<file path="src/kms_pkg.sv">
// Package for the k-way merge selection core.
// Field widths, configuration register indexes and the head record type.
// Standalone; used by kway_merge_select_core.
package kms_pkg;

  localparam int KEY_W  = 48;
  localparam int TAG_W  = 32;
  localparam int WAY_W  = 4;
  localparam int AWAY_W = 5;

  localparam logic CFG_DESCENDING  = 1'b0;
  localparam logic CFG_ACTIVE_WAYS = 1'b1;

  typedef logic signed [KEY_W-1:0] key_t;
  typedef logic [TAG_W-1:0] tag_t;

  typedef struct packed {
    key_t key;
    tag_t tag;
  } head_t;

  localparam int HEAD_W = $bits(head_t);

endpackage

</file>
<file path="src/kms_ram.sv">
// Generic single-port-write, single-port-read RAM with registered read data.
// Width and depth set by parameters; no dependencies.
module kms_ram #(
  parameter int WIDTH = 8,
  parameter int DEPTH = 16
) (
  input  logic                     clk,
  input  logic                     we,
  input  logic [$clog2(DEPTH)-1:0] waddr,
  input  logic [WIDTH-1:0]         wdata,
  input  logic [$clog2(DEPTH)-1:0] raddr,
  output logic [WIDTH-1:0]         rdata
);

  logic [WIDTH-1:0] mem [DEPTH];

  always_ff @(posedge clk) begin
    if (we) begin
      mem[waddr] <= wdata;
    end
    rdata <= mem[raddr];
  end

endmodule

</file>
<file path="src/kway_merge_select_core.sv">
// Top level of the k-way merge selection core: head store, full flags,
// load/merge control and the scan over all ways. Uses kms_pkg and kms_ram.
// An item taken while merging, or the last load item, starts the scan and
// the emit state registers the result; no item is taken outside idle. The
// scan reads the head RAM one way per cycle; a result held by out_tready
// stalls the next result in the emit state. Other load items need no scan.
// Reset (synchronous, rst_n low): full flags, counters and phase cleared,
// descending = 0, active_ways = 16; head RAM is not cleared.
module kway_merge_select_core #(
  parameter int MAX_WAYS = 16
) (
  input  logic                       clk,
  input  logic                       rst_n,
  input  logic                       in_tvalid,
  output logic                       in_tready,
  input  logic [79:0]                in_tdata,   // in_key[47:0], in_tag[79:48]
  input  logic                       in_tuser,   // exhausted
  output logic                       out_tvalid,
  input  logic                       out_tready,
  output logic [87:0]                out_tdata,  // win_way[3:0], win_key[51:4],
                                                 // win_tag[83:52], zero pad
  output logic                       out_tuser,  // finished
  input  logic                       cfg_we,
  input  logic                       cfg_addr,
  input  logic [kms_pkg::AWAY_W-1:0] cfg_wdata
);

  import kms_pkg::*;

  localparam int W  = $clog2(MAX_WAYS);
  localparam int CW = W + 1;
  localparam int XW = (CW > AWAY_W) ? CW : AWAY_W;

  localparam logic [1:0] ST_IDLE = 2'd0;
  localparam logic [1:0] ST_SCAN = 2'd1;
  localparam logic [1:0] ST_EMIT = 2'd2;

  logic [1:0]          state_r, state_nxt;
  logic                desc_r;
  logic [AWAY_W-1:0]   aways_r;
  logic [MAX_WAYS-1:0] full_r, full_nxt;
  logic [CW-1:0]       loaded_r, loaded_nxt;
  logic [W-1:0]        refill_r, refill_nxt;
  logic                merging_r, merging_nxt;
  logic [CW-1:0]       rd_idx_r, rd_idx_nxt;
  logic                pend_vld_r, pend_vld_nxt;
  logic [W-1:0]        pend_idx_r;
  logic                found_r, found_nxt;
  logic [W-1:0]        best_idx_r, best_idx_nxt;
  head_t               best_r, best_nxt;
  logic                out_valid_r, out_valid_nxt;
  logic                out_fin_r;
  logic [WAY_W-1:0]    out_way_r;
  head_t               out_head_r;

  logic          in_acc;
  logic          ram_we;
  logic [W-1:0]  ram_waddr;
  head_t         ram_wdata;
  head_t         ram_rdata;
  logic [W-1:0]  put_way;
  logic [XW-1:0] aw_x;
  logic [CW-1:0] act_cnt;
  logic          better;
  logic          emit_go;

  kms_ram #(
    .WIDTH(HEAD_W),
    .DEPTH(MAX_WAYS)
  ) u_head_ram (
    .clk  (clk),
    .we   (ram_we),
    .waddr(ram_waddr),
    .wdata(ram_wdata),
    .raddr(rd_idx_r[W-1:0]),
    .rdata(ram_rdata)
  );

  assign in_tready  = (state_r == ST_IDLE);
  assign in_acc     = in_tvalid && in_tready;
  assign out_tvalid = out_valid_r;
  assign out_tuser  = out_fin_r;
  assign out_tdata  = {4'd0, out_head_r.tag, out_head_r.key, out_way_r};

  assign aw_x = XW'(aways_r);
  always_comb begin
    if (aways_r == '0) begin
      act_cnt = CW'(1);
    end else if (aw_x > XW'(MAX_WAYS)) begin
      act_cnt = CW'(MAX_WAYS);
    end else begin
      act_cnt = CW'(aw_x);
    end
  end

  assign put_way       = merging_r ? refill_r : loaded_r[W-1:0];
  assign ram_we        = in_acc && !in_tuser;
  assign ram_waddr     = put_way;
  assign ram_wdata.key = in_tdata[KEY_W-1:0];
  assign ram_wdata.tag = in_tdata[KEY_W+TAG_W-1:KEY_W];

  assign better  = !found_r || (desc_r ? (ram_rdata.key > best_r.key)
                                       : (ram_rdata.key < best_r.key));
  assign emit_go = !out_valid_r || out_tready;

  always_comb begin
    state_nxt     = state_r;
    full_nxt      = full_r;
    loaded_nxt    = loaded_r;
    refill_nxt    = refill_r;
    merging_nxt   = merging_r;
    rd_idx_nxt    = rd_idx_r;
    pend_vld_nxt  = 1'b0;
    found_nxt     = found_r;
    best_idx_nxt  = best_idx_r;
    best_nxt      = best_r;
    out_valid_nxt = out_valid_r;
    if (out_valid_r && out_tready) begin
      out_valid_nxt = 1'b0;
    end
    unique case (state_r)
      ST_IDLE: begin
        if (in_acc) begin
          if (!merging_r && (loaded_r == '0)) begin
            full_nxt = '0;
          end
          full_nxt[put_way] = !in_tuser;
          rd_idx_nxt = '0;
          found_nxt  = 1'b0;
          if (merging_r) begin
            state_nxt = ST_SCAN;
          end else begin
            loaded_nxt = loaded_r + CW'(1);
            if (loaded_nxt >= act_cnt) begin
              merging_nxt = 1'b1;
              state_nxt   = ST_SCAN;
            end
          end
        end
      end
      ST_SCAN: begin
        if (pend_vld_r && better) begin
          found_nxt    = 1'b1;
          best_idx_nxt = pend_idx_r;
          best_nxt     = ram_rdata;
        end
        if (rd_idx_r == CW'(MAX_WAYS)) begin
          state_nxt = ST_EMIT;
        end else begin
          pend_vld_nxt = full_r[rd_idx_r[W-1:0]];
          rd_idx_nxt   = rd_idx_r + CW'(1);
        end
      end
      ST_EMIT: begin
        if (emit_go) begin
          out_valid_nxt = 1'b1;
          state_nxt     = ST_IDLE;
          if (found_r) begin
            refill_nxt = best_idx_r;
          end else begin
            refill_nxt  = '0;
            loaded_nxt  = '0;
            merging_nxt = 1'b0;
          end
        end
      end
      default: begin
        state_nxt = ST_IDLE;
      end
    endcase
  end

  always_ff @(posedge clk) begin
    if (!rst_n) begin
      state_r     <= ST_IDLE;
      desc_r      <= 1'b0;
      aways_r     <= AWAY_W'(16);
      full_r      <= '0;
      loaded_r    <= '0;
      refill_r    <= '0;
      merging_r   <= 1'b0;
      rd_idx_r    <= '0;
      pend_vld_r  <= 1'b0;
      found_r     <= 1'b0;
      out_valid_r <= 1'b0;
    end else begin
      state_r     <= state_nxt;
      full_r      <= full_nxt;
      loaded_r    <= loaded_nxt;
      refill_r    <= refill_nxt;
      merging_r   <= merging_nxt;
      rd_idx_r    <= rd_idx_nxt;
      pend_vld_r  <= pend_vld_nxt;
      found_r     <= found_nxt;
      out_valid_r <= out_valid_nxt;
      if (cfg_we) begin
        unique case (cfg_addr)
          CFG_DESCENDING:  desc_r  <= cfg_wdata[0];
          CFG_ACTIVE_WAYS: aways_r <= cfg_wdata;
          default: ;
        endcase
      end
    end
  end

  always_ff @(posedge clk) begin
    pend_idx_r <= rd_idx_r[W-1:0];
    best_idx_r <= best_idx_nxt;
    best_r     <= best_nxt;
    if ((state_r == ST_EMIT) && emit_go) begin
      out_fin_r <= !found_r;
      if (found_r) begin
        out_way_r  <= WAY_W'(best_idx_r);
        out_head_r <= best_r;
      end else begin
        out_way_r  <= '0;
        out_head_r <= '0;
      end
    end
  end

endmodule
</file>
<file path="config.mk">
export PLATFORM = sky130hd
export DESIGN_NAME = kway_merge_select_core
export DESIGN_NICKNAME = d
export VERILOG_FILES = /design/src/kms_pkg.sv /design/src/kms_ram.sv /design/src/kway_merge_select_core.sv
export SDC_FILE = /design/constraint.sdc
export NUM_CORES = 2
export LEC_CHECK = 0
export BUFFER_PORTS_ARGS = -buffer_cell sky130_fd_sc_hd__buf_2
export CORE_UTILIZATION = 30
export CTS_CLUSTER_SIZE = 14
export DETAILED_ROUTE_END_ITERATION = 6
export PLACE_DENSITY = 0.42
export SLEW_MARGIN = 10
export SYNTH_ARGS = -nofsm -noshare
export SYNTH_HDL_FRONTEND = slang
export SYNTH_SLANG_ARGS = --single-unit
</file>
<file path="constraint.sdc">
create_clock -name clk -period 24.5 [get_ports clk]
set_clock_uncertainty 0.1 [all_clocks]
set_input_delay 7.35 -clock clk [delete_from_list [all_inputs] [get_ports clk]]
set_output_delay 7.35 -clock clk [all_outputs]
set_load 0.02 [all_outputs]
</file>
Yosys cells after proc, flatten, opt, wreduce, memory -nomap -nowiden
Memories as Yosys holds them, arrays and structs flattened. A register that Yosys moved wholly into a read port is not among the register bits.
Index checks and enable logic that the tools add are counted.
Widths: inputs -> output; s select.

storage, ports and cells
  flip-flop bits (word level) = 215
  memories = 1
  memory bits (writable) = 1280
  word-level logic and storage cells = 113
  input port bits = 92

memories
  memory          depth  bits a word  rd ports  clocked after Yosys merged registers in  wr ports  RTL line       text
  u_head_ram.mem  16     80           1         1                                        1         kms_ram.sv:15  logic [WIDTH-1:0] mem [DEPTH];

operators by class
  mux-type cells = 41
  add/sub/neg operators = 2
  eq/ne operators = 11
  reduce and logical (&&, ||, !) cells = 29
  bitwise logic cells = 3
  $lt $le $gt $ge = 7

operators with widths
  operator             count
  $gt 48x48->1         1
  $lt 48x48->1         1
  $mux 16              3
  $mux 5               8
  $pmux 5 s2           2
  $bwmux 16            1
  $mux 1               15
  $ne 2x2->1 const B   6
  $add 5x1->5 const B  2
  $logic_not 5->1      2
  $lt 4x5->1 const B   2
  $mux 2               5
  $reduce_and 2->1     5
  $mux 4               2
  $reduce_and 4->1     2
  $logic_and 1x1->1    7
  $pmux 2 s3           1
  $reduce_and 3->1     2
  $eq 5x5->1 const B   1
  $ge 5x5->1           1
  $gt 5x5->1 const B   1
  $reduce_and 5->1     1
  $bmux 1 s4           1
  $demux 1 s4          1
  other kinds (12)     20

Longest topological paths before layout
Gate-level depths: netlist of the first run.

  word-level depth = 8
  gate-level depth with buffers = 11

Hierarchy
From an unflattened synthesis of the first run, not the netlist that was laid out.

second synthesis, totals
  cells, all modules = 2766
  area, all modules = 58541.1 um^2

by module, submodules not included
  module                  times used  cells each  sequential area each (um^2)  area an instance (um^2)
  kms_ram                 1           2054        40038.4                      49436.2
  kway_merge_select_core  1           712         5995.8                       9105.0

Least setup slack after synthesis of the first run
OpenSTA, ideal clock, no wires.

  path kind = input -> register
  start = in in_tvalid
  end = mem u_head_ram.mem[10][0] (netlist bit) (enable)
  arrival time = 11.143 ns
  library setup time = 0.521 ns
  path slack = 12.736 ns
  required time = 23.879 ns
  stages on the path = 4
  path buffers = 0
  cell sequence = nand2_1 > nor2_1 > nand2_1 > nor2_1

between the ends
  word-level cells in the longest chain between the ends = 4

RTL lines
  element                       RTL line                      text
  start, declared               kway_merge_select_core.sv:14  input logic in_tvalid,
  $logic_and 1x1->1             kway_merge_select_core.sv:80  assign in_acc = in_tvalid && in_tready;
  $logic_and 1x1->1             kway_merge_select_core.sv:97  assign ram_we = in_acc && !in_tuser;
  $mux 1                        kms_ram.sv:18                 if (we) begin
  $mux 1 (implied by the code)  kms_ram.sv:19                 mem[waddr] <= wdata;
  end, declared                 kms_ram.sv:15

No other way between the ends.

Worst setup path in the final report of the first run
  start = in in_tvalid
  end = mem u_head_ram.mem[8][31] (netlist bit) (enable)

Same word-level chain as after synthesis.

==> out/qor.txt, run 1 <==
Core box area -> 193000 sq um
Remaining antenna violation count -> 0
Worst Reg-to-Reg Cells -> 11
Sink Count -> 1575
Adder-cell share of the synthesized area -> 1.22%
Area share of the largest cell type after synthesis -> 74.1%
Vias post-DR -> 26604
Chip height -> 444 um
Final hold vios -> 0
CTS Buf Count -> 173
Clock Latency Late Sink -> 0.79 ns
WS Path Type -> in -> reg
Sequential fraction of the synthesis area -> 78.4%
Area leader, netlist -> edfxtp_1
Yosys reg bits -> 1575
Gpl congestion -> 0.745
RSZ-0062 raised after global routing -> no
Most frequent cell after synthesis -> edfxtp_1
Die span in x -> 444 um
Warning count from the yosys run -> 0
Final setup violation count -> 0
Post-DP HPWL -> 82300 um
Mapped Avg Cell Area -> 22.7 sq um
Post-synthesis simple-gate area fraction -> 1.85%
CTS Hold Bufs -> 0
Die area -> 197000 sq um
Port bufs -> 178
Asr flop ratio synth -> 0%
Max Cap Violations -> 0
Type of origin of the critical path -> primary input
Fin nets -> 3021
Top cells by count, synth -> edfxtp_1, mux4_2, dfxtp_1
Dominant cells by area after synthesis -> edfxtp_1, mux4_2, dfxtp_1
Critical Path AT -> 11.01 ns
Fraction of synthesized area in multiplexers -> 15.6%
Post-CTS Resized -> 0
Tcrit/Tclk final -> 43.7%
Antenna violations before repair -> 33
Number of DRC markers after the initial detailed-route iteration -> 2004
Max_slew headroom -> 19.1%
FMAX -> 0.0935 GHz
Reg-to-Reg End -> best_r[33]$_DFFE_PP_
Status -> completed
Setup Fix Bufs, Post-CTS -> 0
Vias in the first global route -> 28838
Worst hold path class -> reg -> reg
GRT Overall Usage -> 14.9%
Slew Limit Fails -> 0
First-pass GRT wire length -> 211000 um
Initial Util -> 30.3%
Worst r2r src -> best_r[74]$_DFFE_PP_
XOR/XNOR Fraction of Synth Area -> 0.0895%
CP endpoint -> u_head_ram.mem[8][31]$_DFFE_PP_
Number of flops mapped to enable cells by yosys -> 1449
TritonRoute pass-1 iters -> 5
Peak VDD IR -> 52.6 uV
Nature of the critical path endpoint -> flip-flop
Num ports -> 183
Final global-route overflow total -> 0
Cell leakage power -> 21.2 nW
Mapped Area -> 58700 sq um
Worst Tran Pin Value -> 1.20 ns
Share of cells above drive strength 1 -> 30.1%
CTS H-tree depth -> 4
Data required time of the critical path -> 24.81 ns
Clock transition at the registers of the reported paths -> 0.06 ns
Row Count -> 161
Worst hold margin -> 0.299 ns
Layout area overhead -> 16.5%
Primary FF master, synth -> edfxtp_1
Largest family of logic cells by synthesized area -> multiplexers
Synth unique cells -> 51
DR vias/cell -> 4.79
Fin crit period -> 10.69 ns
Worst-case clock buffer depth -> 3
Setup_tns -> 0 ns
Worst reg2reg setup slack -> 19.38 ns
CTS root buf -> clkbuf_16
Gate Count Post-Synth -> 2581
Pwr Density -> 83.5 nW/um^2
Final wirelength -> 146000 um
Crit-path max FO -> 32
Drt drc -> 0
CTS tree -> done
Min-delay src -> u_head_ram.rdata[25]$_DFF_P_
Crit path launch -> in_tvalid
Largest net degree at the start of global routing -> 153
Routed wire length per instance -> 26.4 um
Post-synthesis compound-gate area fraction -> 1.49%
==> cell type report <==
type / instances / area (sq um)
clock buffers: 250 / 4840
inverters: 60 / 228
diodes: 3 / 7.51
clock inverters: 76 / 738
repair buffers: 232 / 1310
fillers: 17800 / 125000
multi-input cells: 830 / 12000
well taps: 2526 / 3160
flip-flops and latches: 1575 / 46100
==> stage by stage <==
step	instances	util [%]	setup slack (ns)	area [sq um]	power, mW
CTS	5549	35.3	13.84	68300	5.80
global placement	5223	32.5	13.04	62800	3.23
finish	5552	35.3	13.81	68400	5.71
floorplan	2584	-	12.74	58700	3.15
global route	5551	35.3	13.59	68400	5.91
detailed placement	5223	32.5	13.00	62800	3.24
==> layout by cell type, fill, tap and decap left out, drive strengths merged, types with 3 or more instances in the layout <==
cell	netlist	layout
edfxtp	1449	1449
mux4	405	405
clkbuf	54	250
buf	65	232
dfxtp	126	126
nor2	82	82
inv	60	67
clkinv	0	60
ha	57	57
nand2	46	46
a21oi	41	41
and2	40	40
o21a	36	36
nand3	13	13
nand4	13	13
a21boi	12	12
nor2b	11	11
o21ai	11	11
a21o	7	7
bufinv	0	7
nor4	5	5
xor2	4	4
conb	1	4
nand2b	4	4
diode	0	3
nor3	3	3
o32ai	3	3
a31oi	3	3
a22o	3	3
nor3b	3	3
==> worst max-delay path: stages <==
cell and delay (ns):
buf_2 0.13, nand2_1 0.47, nor2_1 0.55, nand2_1 0.34, nor2_4 0.87, buf_4 0.68
buf_4 0.55
==> where the power goes <==
part	total [mW]	switching [mW]	leakage, nW	internal [mW]
sequential	2.98	0.0159	14.1	2.96
clock	2.53	1.08	2.72	1.46
combinational	0.197	0.117	4.42	0.0798
total	5.71	1.21	21.2	4.50
==> kinds of logic (layout without fill, tap and decap cells) <==
group                      after synthesis  after routing
DFF                                   1575           1575
AOI/OAI and AO/OA                      131            131
adders and majority gates               57             57
buffers and inverters                  179            618
xor gates and xnor gates                 6              6
and+or+nand+nor                        225            225
muxes                                  407            407
other                                    1              7
==> sequential cells by signal, summed over array words and instances (netlist names), 5 cells and up <==
signal,count
rd_idx_r,5
full_r,16
loaded_r,5
best_r,80
u_head_ram.mem,1280
u_head_ram.rdata,80
out_tdata,80
aw_x,5
==> per-layer routing <==
layer / global-route usage (%) / vias up / wire, um
li1: - / 11319 / -
met1: 19.4 / 14402 / 62700
met2: 25.3 / 633 / 73400
met3: 3.16 / 234 / 7120
met4: 3.78 / 16 / 2920
met5: 0 / - / 89
==> worst min path at each step <==
stage | slack [ns] | cells after the start | endpoint
after global placement | 0.29 | 0 | best_idx_r[2]$_DFFE_PP_
after detailed placement | 0.29 | 0 | best_r[11]$_DFFE_PP_
final | 0.30 | 0 | best_r[25]$_DFFE_PP_
after CTS | 0.30 | 0 | best_r[25]$_DFFE_PP_
after floorplan | 0.25 | 0 | pend_idx_r[0]$_DFF_P_
after global routing | 0.31 | 0 | best_r[5]$_DFFE_PP_
No activity file was read; power rests on OpenSTA's default activity.
==> run 2, diff against run 1 <==
--- a/config.mk
+++ b/config.mk
@@ -9,7 +9,7 @@
 export CORE_UTILIZATION = 30
 export CTS_CLUSTER_SIZE = 14
 export DETAILED_ROUTE_END_ITERATION = 6
-export PLACE_DENSITY = 0.42
+export PLACE_DENSITY = 0.44
 export SLEW_MARGIN = 10
 export SYNTH_ARGS = -nofsm -noshare
 export SYNTH_HDL_FRONTEND = slang
==> constraint.sdc (replaced) <==
create_clock -name clk -period 8.63 [get_ports clk]
set_clock_uncertainty 0.1 [all_clocks]
set_input_delay 2.589 -clock clk [delete_from_list [all_inputs] [get_ports clk]]
set_output_delay 2.589 -clock clk [all_outputs]
set_load 0.02 [all_outputs]
==> run 2 against run 1 <==
The run now ends with DRC left; register-to-register slack got worse by 16 ns; global-route usage decreased by 0.27 points; critical path depth decreased by 1; count of clock-buffer cells in the layout decreased by 4; die area unchanged; routed wire length decreased by 2.0%; final area increased by 0.32%; power increased to 2.9 times the previous value; worst hold slack about the same; flip-flop and latch count unchanged; clock power increased to 2.9 times the previous value.
==> out/qor.txt, run 2 (synthesized netlist as in run 1, its figures left out) <==
Status -> complete, but fails checks (was completed)
Failing checks -> DRC
CTS H-tree depth -> 4 (unchanged)
Crit path launch -> in_tvalid (unchanged)
Placed Area -> 62800 sq um (about the same)
Post-Layout Inst Area -> 68600 sq um (was 68400 sq um)
Die area -> 197000 sq um (unchanged)
RSZ-0062 raised after global routing -> no (unchanged)
Worst Tran Pin Value -> 1.23 ns (was 1.20 ns)
Tcrit/Tclk final -> 61.8%
Setup_tns -> 0 ns (unchanged)
Post-CTS Resized -> 0 (unchanged)
Crit-path most repeated cell -> nand2_1
Pre-CTS setup slack -> 2.42 ns (was 13.00 ns)
Leading cell type in the layout, fill and taps excluded -> edfxtp_1 (unchanged)
Crit-path max FO -> 35 (was 32)
Routed wire length per instance -> 25.9 um (was 26.4 um)
Remaining antenna violation count -> 0 (unchanged)
Setup Fix Bufs, Post-CTS -> 0 (unchanged)
Final wirelength -> 143000 um (was 146000 um)
Initial Util -> 30.3% (unchanged)
Final global-route overflow total -> 0 (unchanged)
Largest net degree at the start of global routing -> 146 (was 153)
CTS root buf -> clkbuf_16 (unchanged)
Critical Path AT -> 5.65 ns (was 11.01 ns)
Cell leakage power -> 21.5 nW (was 21.2 nW)
Final hold vios -> 0 (unchanged)
Chip height -> 444 um (unchanged)
Port bufs -> 178 (unchanged)
CP max-delay cell -> nor2_4 (unchanged)
Worst Hold Depth -> 0 (unchanged)
Post-DP HPWL -> 80700 um (was 82300 um)
Die span in x -> 444 um (unchanged)
Vias post-DR -> 26383 (was 26604)
WP depth -> 6 (was 7)
Final setup violation count -> 0 (unchanged)
Crit path buf inv count -> 2 (was 3)
Worst Reg-to-Reg Cells -> 12 (was 11)
Clock transition at the registers of the reported paths -> 0.06 ns (about the same)
FMAX -> 0.187 GHz
Fin nets -> 3011 (was 3021)
Num ports -> 183 (unchanged)
Share of cells above drive strength 1 -> 30.3% (was 30.1%)
CTS Buf Count -> 172 (was 173)
Setup ws final -> 3.29 ns (was 13.81 ns)
WS Path Type -> in -> reg (unchanged)
Max_slew headroom -> 17.6% (was 19.1%)
Type of origin of the critical path -> primary input (unchanged)
Pwr Density -> 238 nW/um^2 (was 83.5 nW/um^2)
Fin crit period -> 5.34 ns
Max reg flops -> 1280 (unchanged)
Nature of the critical path endpoint -> flip-flop (unchanged)
Peak VDD IR -> 209 uV (was 52.6 uV)
Top Family by Delay on Critical Path -> simple AND/OR/NAND/NOR gates (unchanged)
Worst hold path class -> reg -> reg (unchanged)
Vias in the first global route -> 28949 (was 28838)
Largest Register -> u_head_ram.mem (unchanged)
Number of DRC markers after the initial detailed-route iteration -> 1746 (was 2004)
Min-delay src -> u_head_ram.rdata[7]$_DFF_P_ (was u_head_ram.rdata[25]$_DFF_P_)
GRT Overall Usage -> 14.6% (was 14.9%)
Worst-case clock buffer depth -> 3 (unchanged)
Slew Limit Fails -> 0 (unchanged)
Max Cap Violations -> 0 (unchanged)
DR vias/cell -> 4.76 (was 4.79)
TritonRoute pass-1 iters -> 7 (was 5)
CTS Hold Bufs -> 0 (unchanged)
Layout area overhead -> 16.8% (was 16.5%)
Largest stage delay, worst path -> 0.87 ns (about the same)
Drt drc -> 1 (was 0)
Most frequent cells in the layout -> edfxtp_1, mux4_2, buf_2 (unchanged)
Antenna violations before repair -> 33 (unchanged)
Hold EP -> best_r[7]$_DFFE_PP_ (was best_r[25]$_DFFE_PP_)
Worst reg2reg setup slack -> 3.52 ns (was 19.38 ns)
Worst r2r src -> best_r[49]$_DFFE_PP_ (was best_r[74]$_DFFE_PP_)
CP Cell Sequence -> buf_2 > nand2_1 > nor2_1 > nand2_1 > nor2_4 > buf_4 (was buf_2 > nand2_1 > nor2_1 > nand2_1 > nor2_4 > buf_4 > buf_4)
Core box area -> 193000 sq um (unchanged)
Overall Power -> 16.3 mW (was 5.71 mW)
CTS tree -> done (unchanged)
Reg-to-Reg End -> best_r[22]$_DFFE_PP_ (was best_r[33]$_DFFE_PP_)
Data required time of the critical path -> 8.94 ns (was 24.81 ns)
Clock Latency Late Sink -> 0.81 ns (was 0.79 ns)
Sink Count -> 1575 (unchanged)
Gpl congestion -> 0.717 (was 0.745)
Row Count -> 161 (unchanged)
First-pass GRT wire length -> 209000 um (was 211000 um)
==> run 2: worst max path at each step <==
stage	endpoint	slack [ns]
floorplan	u_head_ram.mem[10][0]$_DFFE_PP_	1.63
global placement	u_head_ram.mem[12][45]$_DFFE_PP_	2.59
CTS	u_head_ram.mem[12][46]$_DFFE_PP_	3.30
detailed placement	u_head_ram.mem[12][36]$_DFFE_PP_	2.42
finish	u_head_ram.mem[12][46]$_DFFE_PP_	3.29
global route	best_r[19]$_DFFE_PP_	3.11
==> run 2: power breakdown <==
part / switching [mW] / internal [mW] / total (mW)
Combinational: 0.322 / 0.226 / 0.548
Sequential: 0.0414 / 8.41 / 8.46
Clock: 3.05 / 4.29 / 7.33
==> run 2: cell type report <==
class	count	area, sq um
diodes	3	7.51
clock buffers	246	4830
clock inverters	78	897
fillers	17770	125000
inverters	60	228
multi-input cells	830	12000
flip-flops and latches	1575	46100
well taps	2526	3160
repair buffers	223	1370
==> run 2: stage by stage <==
step	instances	hold slack (ns)	utilization, %
detailed placement	5214	0.289	32.5
finish	5541	0.300	35.5
CTS	5538	0.302	35.5
floorplan	2584	0.254	-
global route	5538	0.305	35.5
global placement	5214	0.288	32.5
==> run 2: routing by layer <==
layer	up-vias	wire length [um]	global-route usage, %
met5	-	130	0
met4	20	2980	3.57
met3	249	5670	2.71
met2	517	74300	25.8
met1	14288	60300	18.5
li1	11309	-	-
